$ cat src/md5_digest_engine_unit_assert.svh
// ----------------------------------------------------------------------------
// MD5 digest engine assertion macros
// Shorthand for the concurrent checks of the digest engine, clocked on clk and
// held off while arst_n is low.
// ----------------------------------------------------------------------------
`ifndef MD5_DIGEST_ENGINE_UNIT_ASSERT_SVH
`define MD5_DIGEST_ENGINE_UNIT_ASSERT_SVH

// The consequent must hold in the same cycle as the antecedent.
`define MDE_ASSERT_SAME(label, ante, cons, msg) \
	label: assert property (@(posedge clk) disable iff (!arst_n) (ante) |-> (cons)) \
		else $error(msg);

// The consequent must hold in the cycle after the antecedent.
`define MDE_ASSERT_NEXT(label, ante, cons, msg) \
	label: assert property (@(posedge clk) disable iff (!arst_n) (ante) |=> (cons)) \
		else $error(msg);

`endif

$ cat src/md5de_pkg.sv
// ----------------------------------------------------------------------------
// MD5 digest engine package
// Microcode format, program, round constants and helper functions.
// ----------------------------------------------------------------------------
`timescale 1ns / 1ps
`default_nettype none

package md5de_pkg;

	typedef enum logic [3:0] {
		OP_ACCEPT,
		OP_NONE,
		OP_PAD80,
		OP_ZERO,
		OP_CLRPTR,
		OP_LENLO,
		OP_LENHI,
		OP_EMIT,
		OP_LOAD,
		OP_RA,
		OP_RB,
		OP_ADD
	} op_t;

	typedef enum logic [2:0] {
		J_NEXT,
		J_CALL,
		J_RET,
		J_IF,
		J_WAIT,
		J_ACCEPT
	} jmp_t;

	typedef enum logic [2:0] {
		C_ALWAYS,
		C_NOTFIN,
		C_NOTEXTRA,
		C_PTR64,
		C_PTR56,
		C_NOTDONE,
		C_LASTBEAT
	} cond_t;

	typedef logic [3:0] pc_t;

	typedef struct packed {
		op_t   op;
		jmp_t  jmp;
		cond_t cond;
		pc_t   target;
	} ucw_t;

	localparam pc_t PC_IDLE   = 4'd0;
	localparam pc_t PC_CHKFIN = 4'd1;
	localparam pc_t PC_PAD    = 4'd2;
	localparam pc_t PC_ZERO64 = 4'd3;
	localparam pc_t PC_FLUSH  = 4'd4;
	localparam pc_t PC_ZERO56 = 4'd5;
	localparam pc_t PC_LENLO  = 4'd6;
	localparam pc_t PC_LENHI  = 4'd7;
	localparam pc_t PC_EMIT   = 4'd8;
	localparam pc_t PC_LOAD   = 4'd9;
	localparam pc_t PC_RA     = 4'd10;
	localparam pc_t PC_RB     = 4'd11;
	localparam pc_t PC_ADD    = 4'd12;

	localparam logic [31:0] INIT_A = 32'h67452301;
	localparam logic [31:0] INIT_B = 32'hEFCDAB89;
	localparam logic [31:0] INIT_C = 32'h98BADCFE;
	localparam logic [31:0] INIT_D = 32'h10325476;
	localparam logic [7:0]  PAD_BYTE = 8'h80;
	localparam logic [3:0]  LEN_LO_WORD = 4'd14;
	localparam logic [3:0]  LEN_HI_WORD = 4'd15;

	function automatic ucw_t ucode(input pc_t pc);
		ucw_t w;
		case (pc)
			PC_IDLE:   w = '{OP_ACCEPT, J_ACCEPT, C_ALWAYS,   PC_LOAD};
			PC_CHKFIN: w = '{OP_NONE,   J_IF,     C_NOTFIN,   PC_IDLE};
			PC_PAD:    w = '{OP_PAD80,  J_IF,     C_NOTEXTRA, PC_ZERO56};
			PC_ZERO64: w = '{OP_ZERO,   J_WAIT,   C_PTR64,    PC_FLUSH};
			PC_FLUSH:  w = '{OP_CLRPTR, J_CALL,   C_ALWAYS,   PC_LOAD};
			PC_ZERO56: w = '{OP_ZERO,   J_WAIT,   C_PTR56,    PC_LENLO};
			PC_LENLO:  w = '{OP_LENLO,  J_NEXT,   C_ALWAYS,   PC_IDLE};
			PC_LENHI:  w = '{OP_LENHI,  J_CALL,   C_ALWAYS,   PC_LOAD};
			PC_EMIT:   w = '{OP_EMIT,   J_WAIT,   C_LASTBEAT, PC_IDLE};
			PC_LOAD:   w = '{OP_LOAD,   J_NEXT,   C_ALWAYS,   PC_IDLE};
			PC_RA:     w = '{OP_RA,     J_NEXT,   C_ALWAYS,   PC_IDLE};
			PC_RB:     w = '{OP_RB,     J_IF,     C_NOTDONE,  PC_RA};
			PC_ADD:    w = '{OP_ADD,    J_RET,    C_ALWAYS,   PC_IDLE};
			default:   w = '{OP_NONE,   J_IF,     C_ALWAYS,   PC_IDLE};
		endcase
		return w;
	endfunction

	function automatic logic [31:0] round_const(input logic [5:0] i);
		logic [31:0] k;
		case (i)
			6'd0:  k = 32'hD76AA478;  6'd1:  k = 32'hE8C7B756;
			6'd2:  k = 32'h242070DB;  6'd3:  k = 32'hC1BDCEEE;
			6'd4:  k = 32'hF57C0FAF;  6'd5:  k = 32'h4787C62A;
			6'd6:  k = 32'hA8304613;  6'd7:  k = 32'hFD469501;
			6'd8:  k = 32'h698098D8;  6'd9:  k = 32'h8B44F7AF;
			6'd10: k = 32'hFFFF5BB1;  6'd11: k = 32'h895CD7BE;
			6'd12: k = 32'h6B901122;  6'd13: k = 32'hFD987193;
			6'd14: k = 32'hA679438E;  6'd15: k = 32'h49B40821;
			6'd16: k = 32'hF61E2562;  6'd17: k = 32'hC040B340;
			6'd18: k = 32'h265E5A51;  6'd19: k = 32'hE9B6C7AA;
			6'd20: k = 32'hD62F105D;  6'd21: k = 32'h02441453;
			6'd22: k = 32'hD8A1E681;  6'd23: k = 32'hE7D3FBC8;
			6'd24: k = 32'h21E1CDE6;  6'd25: k = 32'hC33707D6;
			6'd26: k = 32'hF4D50D87;  6'd27: k = 32'h455A14ED;
			6'd28: k = 32'hA9E3E905;  6'd29: k = 32'hFCEFA3F8;
			6'd30: k = 32'h676F02D9;  6'd31: k = 32'h8D2A4C8A;
			6'd32: k = 32'hFFFA3942;  6'd33: k = 32'h8771F681;
			6'd34: k = 32'h6D9D6122;  6'd35: k = 32'hFDE5380C;
			6'd36: k = 32'hA4BEEA44;  6'd37: k = 32'h4BDECFA9;
			6'd38: k = 32'hF6BB4B60;  6'd39: k = 32'hBEBFBC70;
			6'd40: k = 32'h289B7EC6;  6'd41: k = 32'hEAA127FA;
			6'd42: k = 32'hD4EF3085;  6'd43: k = 32'h04881D05;
			6'd44: k = 32'hD9D4D039;  6'd45: k = 32'hE6DB99E5;
			6'd46: k = 32'h1FA27CF8;  6'd47: k = 32'hC4AC5665;
			6'd48: k = 32'hF4292244;  6'd49: k = 32'h432AFF97;
			6'd50: k = 32'hAB9423A7;  6'd51: k = 32'hFC93A039;
			6'd52: k = 32'h655B59C3;  6'd53: k = 32'h8F0CCC92;
			6'd54: k = 32'hFFEFF47D;  6'd55: k = 32'h85845DD1;
			6'd56: k = 32'h6FA87E4F;  6'd57: k = 32'hFE2CE6E0;
			6'd58: k = 32'hA3014314;  6'd59: k = 32'h4E0811A1;
			6'd60: k = 32'hF7537E82;  6'd61: k = 32'hBD3AF235;
			6'd62: k = 32'h2AD7D2BB;  6'd63: k = 32'hEB86D391;
			default: k = 32'h0;
		endcase
		return k;
	endfunction

	function automatic logic [4:0] rot_amount(input logic [3:0] sel);
		logic [4:0] s;
		case (sel)
			4'd0:  s = 5'd7;   4'd1:  s = 5'd12;  4'd2:  s = 5'd17;  4'd3:  s = 5'd22;
			4'd4:  s = 5'd5;   4'd5:  s = 5'd9;   4'd6:  s = 5'd14;  4'd7:  s = 5'd20;
			4'd8:  s = 5'd4;   4'd9:  s = 5'd11;  4'd10: s = 5'd16;  4'd11: s = 5'd23;
			4'd12: s = 5'd6;   4'd13: s = 5'd10;  4'd14: s = 5'd15;  4'd15: s = 5'd21;
			default: s = 5'd0;
		endcase
		return s;
	endfunction

	function automatic logic [3:0] msg_index(input logic [5:0] i);
		logic [3:0] l;
		logic [3:0] g;
		l = i[3:0];
		case (i[5:4])
			2'd0:    g = l;
			2'd1:    g = 4'(l * 4'd5 + 4'd1);
			2'd2:    g = 4'(l * 4'd3 + 4'd5);
			default: g = 4'(l * 4'd7);
		endcase
		return g;
	endfunction

	function automatic logic [31:0] round_f(input logic [1:0] rnd, input logic [31:0] b,
		input logic [31:0] c, input logic [31:0] d);
		logic [31:0] f;
		case (rnd)
			2'd0:    f = (b & c) | (~b & d);
			2'd1:    f = (d & b) | (~d & c);
			2'd2:    f = b ^ c ^ d;
			default: f = c ^ (b | ~d);
		endcase
		return f;
	endfunction

	function automatic logic [31:0] rotl32(input logic [31:0] x, input logic [4:0] s);
		logic [63:0] dbl;
		dbl = {x, x} << s;
		return dbl[63:32];
	endfunction

endpackage

`default_nettype wire

$ cat src/md5_digest_engine_unit.sv
// ----------------------------------------------------------------------------
// MD5 digest engine
// Byte-serial MD5 with a microcoded sequencer over a single round datapath.
// ----------------------------------------------------------------------------
// Message bytes are taken one per cycle while a block fills. The beat that
// completes a 64-byte block starts a compression (load, 64 MD5 steps, each
// a round-add step and a rotate step, chaining add) followed by a return
// step, during which no beat is taken. A finishing beat runs the padding
// program: one byte of zero fill per cycle up to byte 56 (or to the block
// end and again from byte 0 when fewer than 8 bytes remain), the two length
// words, one or two compressions, then the four digest beats on the output,
// after which the next message may start.
`timescale 1ns / 1ps
`default_nettype none
`include "md5_digest_engine_unit_assert.svh"

module md5_digest_engine_unit (
	input  wire logic        clk,
	input  wire logic        arst_n,
	input  wire logic        s_tvalid,
	output logic             s_tready,
	input  wire logic [7:0]  s_tdata,   // [7:0] data_byte
	input  wire logic [0:0]  s_tuser,   // [0] has_byte
	input  wire logic        s_tlast,   // finish
	output logic             m_tvalid,
	input  wire logic        m_tready,
	output logic [31:0]      m_tdata,   // [31:0] digest_word
	output logic [1:0]       m_tuser,   // [1:0] word_index
	output logic             m_tlast    // last_word
);
	import md5de_pkg::*;

	pc_t         pc_q;
	pc_t         pc_next;
	pc_t         ret_q;
	ucw_t        ucw;
	logic        cond_true;
	logic [31:0] chain_q [4];
	logic [60:0] count_q;
	logic        fin_q;
	logic [6:0]  ptr_q;
	logic [5:0]  cnt_q;
	logic [1:0]  emit_idx_q;
	logic [31:0] a_q, b_q, c_q, d_q;
	logic [31:0] t_q;
	logic [31:0] rd_q;
	logic [3:0][7:0] store_mem [16];
	logic [3:0]  mem_we;
	logic [3:0]  mem_waddr;
	logic [31:0] mem_wdata;
	logic [3:0]  mem_raddr;
	logic        in_beat;
	logic        out_beat;
	logic        start_cmp;
	logic [31:0] f_val;

	assign ucw       = ucode(pc_q);
	assign s_tready  = (ucw.op == OP_ACCEPT);
	assign m_tvalid  = (ucw.op == OP_EMIT);
	assign m_tdata   = chain_q[emit_idx_q];
	assign m_tuser   = emit_idx_q;
	assign m_tlast   = (emit_idx_q == 2'd3);
	assign in_beat   = s_tvalid && s_tready;
	assign out_beat  = m_tvalid && m_tready;
	assign start_cmp = in_beat && s_tuser[0] && (count_q[5:0] == 6'd63);
	assign f_val     = round_f(cnt_q[5:4], b_q, c_q, d_q);

	always_comb begin
		case (ucw.cond)
			C_ALWAYS:   cond_true = 1'b1;
			C_NOTFIN:   cond_true = !fin_q;
			C_NOTEXTRA: cond_true = (count_q[5:3] != 3'b111);
			C_PTR64:    cond_true = ptr_q[6];
			C_PTR56:    cond_true = (ptr_q == 7'd56);
			C_NOTDONE:  cond_true = (cnt_q != 6'd63);
			C_LASTBEAT: cond_true = out_beat && (emit_idx_q == 2'd3);
			default:    cond_true = 1'b0;
		endcase
	end

	always_comb begin
		pc_next = pc_q;
		case (ucw.jmp)
			J_NEXT:   pc_next = pc_q + 4'd1;
			J_CALL:   pc_next = ucw.target;
			J_RET:    pc_next = ret_q;
			J_IF:     pc_next = cond_true ? ucw.target : pc_q + 4'd1;
			J_WAIT:   pc_next = cond_true ? ucw.target : pc_q;
			J_ACCEPT: begin
				if (start_cmp) begin
					pc_next = ucw.target;
				end else if (in_beat && s_tlast) begin
					pc_next = PC_PAD;
				end
			end
			default:  pc_next = PC_IDLE;
		endcase
	end

	always_comb begin
		mem_we    = 4'b0000;
		mem_waddr = count_q[5:2];
		mem_wdata = {4{s_tdata}};
		mem_raddr = 4'd0;
		case (ucw.op)
			OP_ACCEPT: begin
				if (in_beat && s_tuser[0]) begin
					mem_we = 4'b0001 << count_q[1:0];
				end
			end
			OP_PAD80: begin
				mem_we    = 4'b0001 << count_q[1:0];
				mem_wdata = {4{PAD_BYTE}};
			end
			OP_ZERO: begin
				mem_waddr = ptr_q[5:2];
				mem_wdata = 32'h0;
				if (!cond_true) begin
					mem_we = 4'b0001 << ptr_q[1:0];
				end
			end
			OP_LENLO: begin
				mem_we    = 4'b1111;
				mem_waddr = LEN_LO_WORD;
				mem_wdata = {count_q[28:0], 3'b000};
			end
			OP_LENHI: begin
				mem_we    = 4'b1111;
				mem_waddr = LEN_HI_WORD;
				mem_wdata = count_q[60:29];
			end
			OP_LOAD: mem_raddr = msg_index(6'd0);
			OP_RB:   mem_raddr = msg_index(cnt_q + 6'd1);
			default: mem_raddr = 4'd0;
		endcase
	end

	always_ff @(posedge clk) begin
		for (int l = 0; l < 4; l++) begin
			if (mem_we[l]) begin
				store_mem[mem_waddr][l] <= mem_wdata[8*l +: 8];
			end
		end
		rd_q <= store_mem[mem_raddr];
	end

	always_ff @(posedge clk or negedge arst_n) begin
		if (!arst_n) begin
			pc_q <= PC_IDLE;
		end else begin
			pc_q <= pc_next;
		end
	end

	always_ff @(posedge clk or negedge arst_n) begin
		if (!arst_n) begin
			ret_q      <= PC_IDLE;
			chain_q[0] <= INIT_A;
			chain_q[1] <= INIT_B;
			chain_q[2] <= INIT_C;
			chain_q[3] <= INIT_D;
			count_q    <= '0;
			fin_q      <= 1'b0;
			ptr_q      <= '0;
			cnt_q      <= '0;
			emit_idx_q <= '0;
		end else begin
			if (ucw.jmp == J_CALL || (ucw.jmp == J_ACCEPT && start_cmp)) begin
				ret_q <= pc_q + 4'd1;
			end
			case (ucw.op)
				OP_ACCEPT: begin
					if (in_beat) begin
						fin_q <= s_tlast;
						if (s_tuser[0]) begin
							count_q <= count_q + 61'd1;
						end
					end
				end
				OP_PAD80:  ptr_q <= {1'b0, count_q[5:0]} + 7'd1;
				OP_ZERO: begin
					if (!cond_true) begin
						ptr_q <= ptr_q + 7'd1;
					end
				end
				OP_CLRPTR: ptr_q <= '0;
				OP_LOAD:   cnt_q <= '0;
				OP_RB:     cnt_q <= cnt_q + 6'd1;
				OP_ADD: begin
					chain_q[0] <= chain_q[0] + a_q;
					chain_q[1] <= chain_q[1] + b_q;
					chain_q[2] <= chain_q[2] + c_q;
					chain_q[3] <= chain_q[3] + d_q;
				end
				OP_EMIT: begin
					if (out_beat) begin
						emit_idx_q <= emit_idx_q + 2'd1;
						if (emit_idx_q == 2'd3) begin
							chain_q[0] <= INIT_A;
							chain_q[1] <= INIT_B;
							chain_q[2] <= INIT_C;
							chain_q[3] <= INIT_D;
							count_q    <= '0;
							fin_q      <= 1'b0;
						end
					end
				end
				default: begin
				end
			endcase
		end
	end

	always_ff @(posedge clk) begin
		case (ucw.op)
			OP_LOAD: begin
				a_q <= chain_q[0];
				b_q <= chain_q[1];
				c_q <= chain_q[2];
				d_q <= chain_q[3];
			end
			OP_RA:   t_q <= a_q + f_val + round_const(cnt_q) + rd_q;
			OP_RB: begin
				a_q <= d_q;
				d_q <= c_q;
				c_q <= b_q;
				b_q <= b_q + rotl32(t_q, rot_amount({cnt_q[5:4], cnt_q[1:0]}));
			end
			default: begin
			end
		endcase
	end

	`MDE_ASSERT_SAME(a_no_overlap, s_tready, !m_tvalid, "input and output both open")
	`MDE_ASSERT_NEXT(a_rounds_end, (pc_q == PC_RB) && (cnt_q == 6'd63), pc_q == PC_ADD, "round loop overran")
	`MDE_ASSERT_NEXT(a_idle_after_digest, out_beat && m_tlast, s_tready && (count_q == 61'd0), "no return to idle after digest")
	`MDE_ASSERT_NEXT(a_digest_held, m_tvalid && !m_tready, $stable(m_tdata) && $stable(m_tuser), "digest word changed while stalled")
	`MDE_ASSERT_SAME(a_ptr_range, (pc_q == PC_ZERO56), !ptr_q[6] && (ptr_q <= 7'd56), "zero fill pointer out of range")

endmodule

`default_nettype wire

$ cat config.mk
export PLATFORM = sky130hd
export DESIGN_NAME = md5_digest_engine_unit
export DESIGN_NICKNAME = d
export VERILOG_FILES = /design/src/md5de_pkg.sv /design/src/md5_digest_engine_unit.sv
export VERILOG_INCLUDE_DIRS = /design/src /design/src/src
export SDC_FILE = /design/constraint.sdc
export NUM_CORES = 2
export LEC_CHECK = 0
export ABC_CLOCK_PERIOD_IN_PS = 6300
export BUFFER_PORTS_ARGS = -buffer_cell sky130_fd_sc_hd__buf_2
export CORE_MARGIN = 4
export CORE_UTILIZATION = 60
export CTS_BUF_LIST = sky130_fd_sc_hd__clkbuf_4 sky130_fd_sc_hd__clkbuf_8
export DETAILED_ROUTE_END_ITERATION = 7
export GPL_TIMING_DRIVEN = 0
export PLACE_DENSITY = 0.84
export SLEW_MARGIN = 20
export SYNTH_ARGS = -nofsm -noshare
export SYNTH_HDL_FRONTEND = slang
export SYNTH_SLANG_ARGS = --single-unit
$ cat constraint.sdc
create_clock -name clk -period 6.3 [get_ports clk]
set_input_delay 0.63 -clock clk [delete_from_list [all_inputs] [get_ports clk]]
set_output_delay 0.63 -clock clk [all_outputs]
set_load 0.05 [all_outputs]
==> impl_metrics.py <==
metrics = {
    "clock_network": {
        "cts_tree": "yes",
        "h-tree-depth": 4,
        "cts_sinks": 917,
        "clock_path_buffers": 3,
        "clk_latency_ns": 0.88,
        "cts_root_buf": "clkbuf_8",
        "clk_pin_slew_ns": 0.07,
        "cts_buffers": 150,
    },
    "cells_and_area": {
        "final_nets": 5969,
        "drive_gt1_frac": 0.111,
        "n_fill_cell": 7066,
        "fin_cells": 6976,
        "syn_to_final_growth_pct": 10.2,
    },
    "placement": {
        "numPortBuffers": 50,
        "placed_cells": 6686,
        "dpl.hpwl_um": 150000,
        "gp_congestion": 1.04,
    },
    "die": {
        "ios": 51,
        "initial_core_util": 0.605,
        "die_w_um": 312,
        "core_area_um2": 91700,
        "die-area_um2": 97300,
        "dieHeight_um": 312,
        "row_count": 111,
    },
    "grt": {
        "antenna_found_initial": 8,
        "grt_remaining_overflow": 0,
        "track_usage": 0.416,
        "grt_start_max_net_pins": 84,
        "first_global_vias": 46458,
        "grt_first_pass_wirelength_um": 300000,
    },
    "timing": {
        "setup_viol": 0,
        "fin_worst_skew_ns": 0.0424,
        "maxSlewViolCount": 0,
        "max_slew_margin": 0.187,
        "fmax_ghz": 0.162,
        "tightest_slew_ns": 1.22,
        "holdWs_ns": 0.130,
        "hold_violations": 0,
        "period_share": 0.978,
        "fin_crit_ns": 6.16,
    },
    "logic_synthesis": {
        "synthXorXnorAreaFrac": 0.0423,
        "synth_top_cell_area_share": 0.364,
        "synth_top_cells_by_area": "edfxtp_1, dfrtp_1, ha_1",
        "synth-simple-area-share": 0.131,
        "synth-compound-area-share": 0.180,
        "synth_top_cell_by_area": "edfxtp_1",
        "ys_ff_latch": 917,
        "synth_most_common_cell": "nand2_1",
        "synth.net_count": 5744,
        "muxShareOfSynthArea": 0.0570,
        "synth_cells": 5440,
        "yosysUniqueCellTypes": 89,
        "synth-edff-count": 672,
        "synth_ff_type": "edfxtp_1",
        "ys_seq_area_frac": 0.473,
        "syn_area_per_cell_um2": 10.2,
        "synth_common_cells": "nand2_1, edfxtp_1, nor2_1, a21oi_1, o21ai_0",
        "syn-cell-area_um2": 55400,
        "async_reset_ff_frac": 0.232,
        "synth_fa_ha_area_frac": 0.0799,
        "yosysWarnings": 0,
        "synth_top_family_by_area": "compound AO/OA/AOI/OAI gates",
    },
    "route": {
        "wl_um": 207000,
        "drt_iter0_drc": 7580,
        "wl_per_cell_um": 29.6,
        "route.detailed.drc": 0,
        "ant_nets": 0,
        "drt_first_pass_iters": 7,
        "vias_per_cell": 6.95,
        "vias": 48461,
    },
    "power": {
        "power_mw": 12.0,
        "p_leak_nw": 23.2,
        "powerDensity_nw_per_um2": 197,
        "ir_drop_uv": 294,
    },
    "hold_path": {
        "hp-start": "s_tvalid",
        "hold_depth": 3,
        "hp-class": "input pin to flop",
        "holdPathEnd": "fin_q",
    },
    "status": {
        "status": "finished, final reports clean",
    },
    "setup_path": {
        "r2r_start": "cnt_q[1]",
        "ff2ff_path_depth": 25,
        "critPathMaxFanout": 10,
        "critPathRequiredTime_ns": 6.87,
        "path_class": "flop to flop",
        "arrival_ns": 6.74,
        "critPathCaptureType": "flop",
        "start_kind": "flop",
        "worstReg2RegEnd": "b_q[30]",
        "ff2ff_setup_slack_ns": 0.14,
    },
    "run": {
        "drv_cap": 0,
    },
}
## timing repair
action                     in CTS  in global routing
hold endpoints to repair       55                  0
resized for setup             110                 94
pin swaps                       5                 13
setup buffers                  13                  5
setup endpoints to repair      53                 21
hold buffers                    1                  0
## power breakdown
group | internal (mW) | switching [mW]
registers | 6.48 | 0.00290
clock network | 2.84 | 2.59
logic | 0.0203 | 0.115
total | 9.34 | 2.71
## flip-flops by register name, summed over array words and instances, names as in the netlist, 6 cells and up
signal and count:
a_q 32, b_q 32, c_q 32, chain_q 128, cnt_q 6, count_q 61
d_q 32, ptr_q 7, rd_q 32, store_mem 512, t_q 32
## routing by layer
| layer | GRT usage | wire (um) | up-vias |
|---|---|---|---|
| met4 | 0.309 | 19600 | 10 |
| li1 | - | - | 20578 |
| met3 | 0.109 | 24500 | 1013 |
| met1 | 0.508 | 71900 | 23101 |
| met5 | 0 | 57 | - |
| met2 | 0.639 | 90600 | 3759 |
## worst max path at each step
| stage | startpoint | endpoint | slack (ns) |
|---|---|---|---|
| final | cnt_q[1] | b_q[30] | 0.14 |
| after global placement | pc_q[0] | a_q[30] | -2.19 |
| after detailed placement | cnt_q[4] | t_q[28] | -2.03 |
| after global routing | cnt_q[0] | b_q[30] | -0.02 |
| after floorplan | cnt_q[0] | b_q[30] | 0.03 |
| after CTS | cnt_q[3] | t_q[28] | 0.0007 |
## cell type report
cell class                 count  area (um^2)  area share
antenna                        2         5.00   0.0000819
buffer                       299         1310      0.0214
clock buffer                 218         2630      0.0431
clock inverter                57          439     0.00719
inverter                     221          845      0.0138
multi-input combinational   3997        27600       0.452
sequential                   917        26200       0.430
tap                         1186         1480      0.0243
timing repair buffer          79          528     0.00865
## stage by stage
step	util	setup WS, ns	area [um^2]	TNS [ns]
after global routing	0.666	-0.0221	61100	-0.0306
after global placement	0.624	-2.19	57200	-347.87
after detailed placement	0.626	-2.03	57300	-61.93
final	0.666	0.138	61100	0
after floorplan	-	0.0285	55400	0
after CTS	0.663	0.000666	60800	0
## cell usage in the layout, fill, tap and decap left out, types with 159 or more instances in the layout
cell        n
clkbuf_8  159
edfxtp_1  672
clkbuf_1  209
ha_1      216
a211oi_1  272
o21ai_0   291
a31oi_1   171
inv_1     213
nand2_1   704
nor2_1    382
a21oi_1   369
## cells by family after synthesis
kind of cell	after synthesis
xor+xnor	268
fa+ha+maj	319
simple gates	1612
flops	917
buf+inv	526
compound gates	1547
mux	251
## critical path, cell delays in order, from the launching register on
cell and delay [ns]:
dfrtp_2 0.42, clkinvlp_4 0.20, buf_4 0.19, ha_1 0.42
a21oi_4 0.34, buf_8 0.20, buf_6 0.19, buf_8 0.18
mux2i_2 0.28, and2_1 0.16, a211oi_1 0.06, a21oi_2 0.23
mux2i_1 0.14, mux2_2 0.30, ha_1 0.24, fa_2 0.41
a21oi_2 0.20, o211ai_1 0.19, a41o_1 0.27, a211o_1 0.31
nand2_1 0.09, a21oi_2 0.12, a2111oi_2 0.36, o21ai_1 0.13
xnor2_1 0.14, o21ai_0 0.09
(Power assumes the default switching activity.)
